--- src/sv/ubh_divider.sv ---
// Restoring shift-subtract divider that produces one quotient bit per cycle.
module ubh_divider #(
   parameter int DW = 33,
   parameter int VW = 31,
   parameter int QN = 12
) (
   input  logic          clock,
   input  logic          reset,
   input  logic          start,
   input  logic [DW-1:0] dividend,
   input  logic [VW-1:0] divisor,
   output logic          done,
   output logic [QN-1:0] quotient
);

   localparam int CW  = ((DW > VW) ? DW : VW) + QN;
   localparam int CNW = $clog2(QN + 1);

   logic [CW-1:0]  rem_ff;
   logic [CW-1:0]  dvs_ff;
   logic [QN-1:0]  q_ff;
   logic [CNW-1:0] cnt_ff;
   logic           busy_ff;
   logic           done_ff;
   logic           ge;

   assign ge       = rem_ff >= dvs_ff;
   assign done     = done_ff;
   assign quotient = q_ff;

   always_ff @(posedge clock) begin
      if (reset) begin
         busy_ff <= 1'b0;
         done_ff <= 1'b0;
         cnt_ff  <= '0;
      end else begin
         done_ff <= 1'b0;
         if (start) begin
            rem_ff  <= CW'(dividend);
            // The first compare is against the divisor scaled by the top quotient weight.
            dvs_ff  <= CW'(divisor) << (QN - 1);
            q_ff    <= '0;
            cnt_ff  <= CNW'(QN - 1);
            busy_ff <= 1'b1;
         end else if (busy_ff) begin
            if (ge) begin
               rem_ff <= rem_ff - dvs_ff;
            end
            q_ff   <= {q_ff[QN-2:0], ge};
            dvs_ff <= dvs_ff >> 1;
            if (cnt_ff == '0) begin
               busy_ff <= 1'b0;
               done_ff <= 1'b1;
            end else begin
               cnt_ff <= cnt_ff - CNW'(1);
            end
         end
      end
   end

endmodule

--- config.mk ---
export PLATFORM = sky130hd
export DESIGN_NAME = ubh_divider
export DESIGN_NICKNAME = d
export VERILOG_FILES = /design/src/sv/ubh_divider.sv
export SDC_FILE = /design/constraint.sdc
export NUM_CORES = 1
export LEC_CHECK = 0
export ABC_CLOCK_PERIOD_IN_PS = 7900
export BUFFER_PORTS_ARGS = -buffer_cell sky130_fd_sc_hd__buf_4
export CAP_MARGIN = 10
export CORE_UTILIZATION = 54
export DETAILED_ROUTE_END_ITERATION = 10
export PLACE_DENSITY = 0.78
export SYNTH_ARGS = -nofsm -noshare
export SYNTH_HDL_FRONTEND = slang
export SYNTH_SLANG_ARGS = --single-unit
--- constraint.sdc ---
create_clock -name clock -period 7.9 [get_ports clock]
set_input_delay 0.79 -clock clock [delete_from_list [all_inputs] [get_ports clock]]
set_output_delay 0.79 -clock clock [all_outputs]
set_load 0.005 [all_outputs]
==> flow_summary.json <==
{
  "fmax_ghz": 0.271,
  "whs_ns": 0.509,
  "insertedDiodeCount": 0,
  "die_area_um2": 13000,
  "antenna_left": 0,
  "synth_warnings": 0,
  "fillCellCount": 1036,
  "yosysSeqAreaShare": 0.455,
  "synthFlopType": "edfxtp_1",
  "rows": 40,
  "crit_required_ns": 7.93,
  "cap_violations": 0,
  "total_power_mw": 1.68,
  "synth_seq_cells": 105,
  "r2r_cells": 10,
  "post_cts_buffers": 0,
  "vias": 5584,
  "start_kind": "primary input",
  "grt.total_usage": 0.240,
  "regToRegSetupSlack_ns": 4.25,
  "drive_gt1_frac": 0.141,
  "worst-slew-pin-transition_ns": 0.785,
  "syn_area_per_cell_um2": 9.34,
  "grt_overflow": 0,
  "hold_violations": 0,
  "crit_chain": "buf_4 > nor2_1 > nor2_4 > buf_4 > nand3_1 > o21ai_4 > buf_4",
  "yosysUniqueCellTypes": 69,
  "syn_area_um2": 6800,
  "gp_congestion": 0.930,
  "cp_slowest_cell": "o21ai_4",
  "max_stage_delay_ns": 0.64,
  "slew_headroom": 0.472,
  "crit_type": "primary input to flop",
  "grt_pass1_wl_mm": 24.7,
  "slew_viol_final": 0,
  "clock-sinks": 105,
  "cpMostUsedCell": "buf_4",
  "wl_mm": 14.9,
  "crit_path_max_fanout": 91,
  "synthCells": 728,
  "async_flop_share": 0,
  "firstDrtPassIters": 6,
  "r2r_end": "rem_ff[2]",
  "critical_path.startpoint": "start",
  "synth_edf_count": 99,
  "fin_worst_skew_ns": 0.00526,
  "h-tree-depth": 3,
  "port_buffers": 79,
  "nets": 906,
  "die_x_um": 114,
  "p_leak_nw": 3.24,
  "cts-resized-gates": 0,
  "clkTransAtPathRegs_ns": 0.07,
  "cp-end-kind": "flop",
  "p_per_area_nw_per_um2": 213,
  "fin_tns_setup_ns": 0,
  "ir_worst_vdd_uv": 113,
  "clk_path_buf_depth": 2,
  "utilization": 0.649,
  "clock_latency_ns": 0.36,
  "core_um2": 12200,
  "period_share": 0.468,
  "status": "finished clean",
  "first_global_vias": 5358,
  "initial_core_util": 0.559,
  "period_minus_slack_ns": 3.69,
  "mappedNetlistNets": 840,
  "grt_max_degree": 92,
  "setup_viol": 0,
  "ctsHoldBuffers": 0,
  "cts_tree": "built",
  "rr_startpoint": "dvs_ff[25]",
  "drt_iter0_drc": 389,
  "wire_per_inst_um": 15.4,
  "viasPerCell": 5.77,
  "io_pins": 80,
  "dp_hpwl_mm": 10.5,
  "cts-root-buf": "clkbuf_16",
  "chipHeight_um": 114,
  "antenna_found_initial": 0,
  "numCtsBuffers": 9,
  "min_path_type": "flop to flop",
  "critPathArrivalTime_ns": 3.72,
  "area_delta_synth_final_pct": 16.0,
  "drc_errors": 0,
  "grt_setup_unrepaired": "false",
  "endpoint": "rem_ff[2]"
}
## report_power, final
| group | switching (mW) | internal [mW] |
|---|---|---|
| combinational | 0.273 | 0.193 |
| clock | 0.211 | 0.312 |
| sequential | 0.0173 | 0.673 |
## flip-flops by register name (all words and copies together) (netlist names)
| register | cells |
|---|---|
| busy_ff | 1 |
| cnt_ff | 4 |
| done | 1 |
| dvs_ff | 42 |
| quotient | 12 |
| rem_ff | 45 |
## cells in the final DEF (no fill, tap or decap), drive strengths merged, types with 9 or more instances in the layout
cell type  instances
o21ai             88
a21o              14
nor2              46
buf               82
nor2b             17
inv               58
xnor2             19
edfxtp            99
nand2             94
o21a              12
clkbuf            10
nor3              15
nand3             17
a21oi             55
ha                44
xor2               9
## critical path, delay by kind of cell
family	cells	cell delay, ns
AND/OR/NAND/NOR	3	0.53
buffers and inverters	3	1.70
AO/OA/AOI/OAI	1	0.64
## stage by stage
step / instance area (um^2) / instances / setup WS, ns
after detailed placement: 7540 / 951 / 3.80
after CTS: 7890 / 967 / 4.18
after global routing: 7890 / 967 / 3.94
after global placement: 7540 / 951 / 3.89
after floorplan: 6800 / 728 / 0.228
final: 7890 / 967 / 4.21
## routing by layer
layer	global-route usage	up-vias	share of wire
li1	-	2767	-
met5	0	-	0
met3	0.0402	25	0.048
met1	0.318	2616	0.46
met2	0.385	176	0.47
met4	0.114	0	0.022
## worst min path at each step
stage            start    to  slack (ns)  cells after the start
2_1_floorplan  busy_ff  done        0.47                      1
3_3_place_gp   busy_ff  done        0.49                      1
3_5_place_dp   busy_ff  done        0.50                      1
4_1_cts        busy_ff  done        0.51                      1
5_1_grt        busy_ff  done        0.54                      1
6_report       busy_ff  done        0.51                      1
## cells by family (layout without fill, tap and decap cells)
logic type,after synthesis,count (layout),share of synthesized area
buffers and inverters,84,155,0.0464
AOI/OAI and AO/OA,223,223,0.203
muxes,6,6,0.00975
DFF,105,105,0.455
xor gates and xnor gates,28,28,0.0361
adders and majority gates,45,45,0.0839
and+or+nand+nor,237,237,0.166
## area by class of cell
type,instances,area [um^2],area share
inverter,57,214,0.0271
sequential,105,3090,0.392
timing repair buffer,82,616,0.0780
clock inverter,6,115,0.0146
clock buffer,10,229,0.0290
multi-input combinational,539,3410,0.432
tap,168,210,0.0266
## cell usage after synthesis, types with 4 or more instances
| cell type | number | area share |
|---|---|---|
| a211oi_1 | 7 | 0.0077 |
| a21o_1 | 14 | 0.015 |
| a21oi_1 | 55 | 0.040 |
| and2_1 | 7 | 0.0064 |
| and3_1 | 8 | 0.0074 |
| buf_1 | 4 | 0.0022 |
| clkbuf_1 | 23 | 0.013 |
| dfxtp_1 | 6 | 0.018 |
| edfxtp_1 | 99 | 0.44 |
| ha_1 | 44 | 0.081 |
| inv_1 | 57 | 0.031 |
| nand2_1 | 93 | 0.051 |
| nand3_1 | 17 | 0.013 |
| nand4_1 | 6 | 0.0055 |
| nor2_1 | 46 | 0.025 |
| nor2b_1 | 17 | 0.016 |
| nor3_1 | 14 | 0.010 |
| nor4_1 | 5 | 0.0046 |
| o211ai_1 | 4 | 0.0044 |
| o21a_1 | 12 | 0.013 |
| o21ai_0 | 78 | 0.057 |
| o21ai_1 | 10 | 0.0074 |
| o21bai_1 | 5 | 0.0055 |
| o31ai_1 | 5 | 0.0055 |
| or3_1 | 5 | 0.0046 |
| xnor2_1 | 19 | 0.024 |
| xor2_1 | 9 | 0.012 |
No activity file was read; power rests on OpenSTA's default activity.
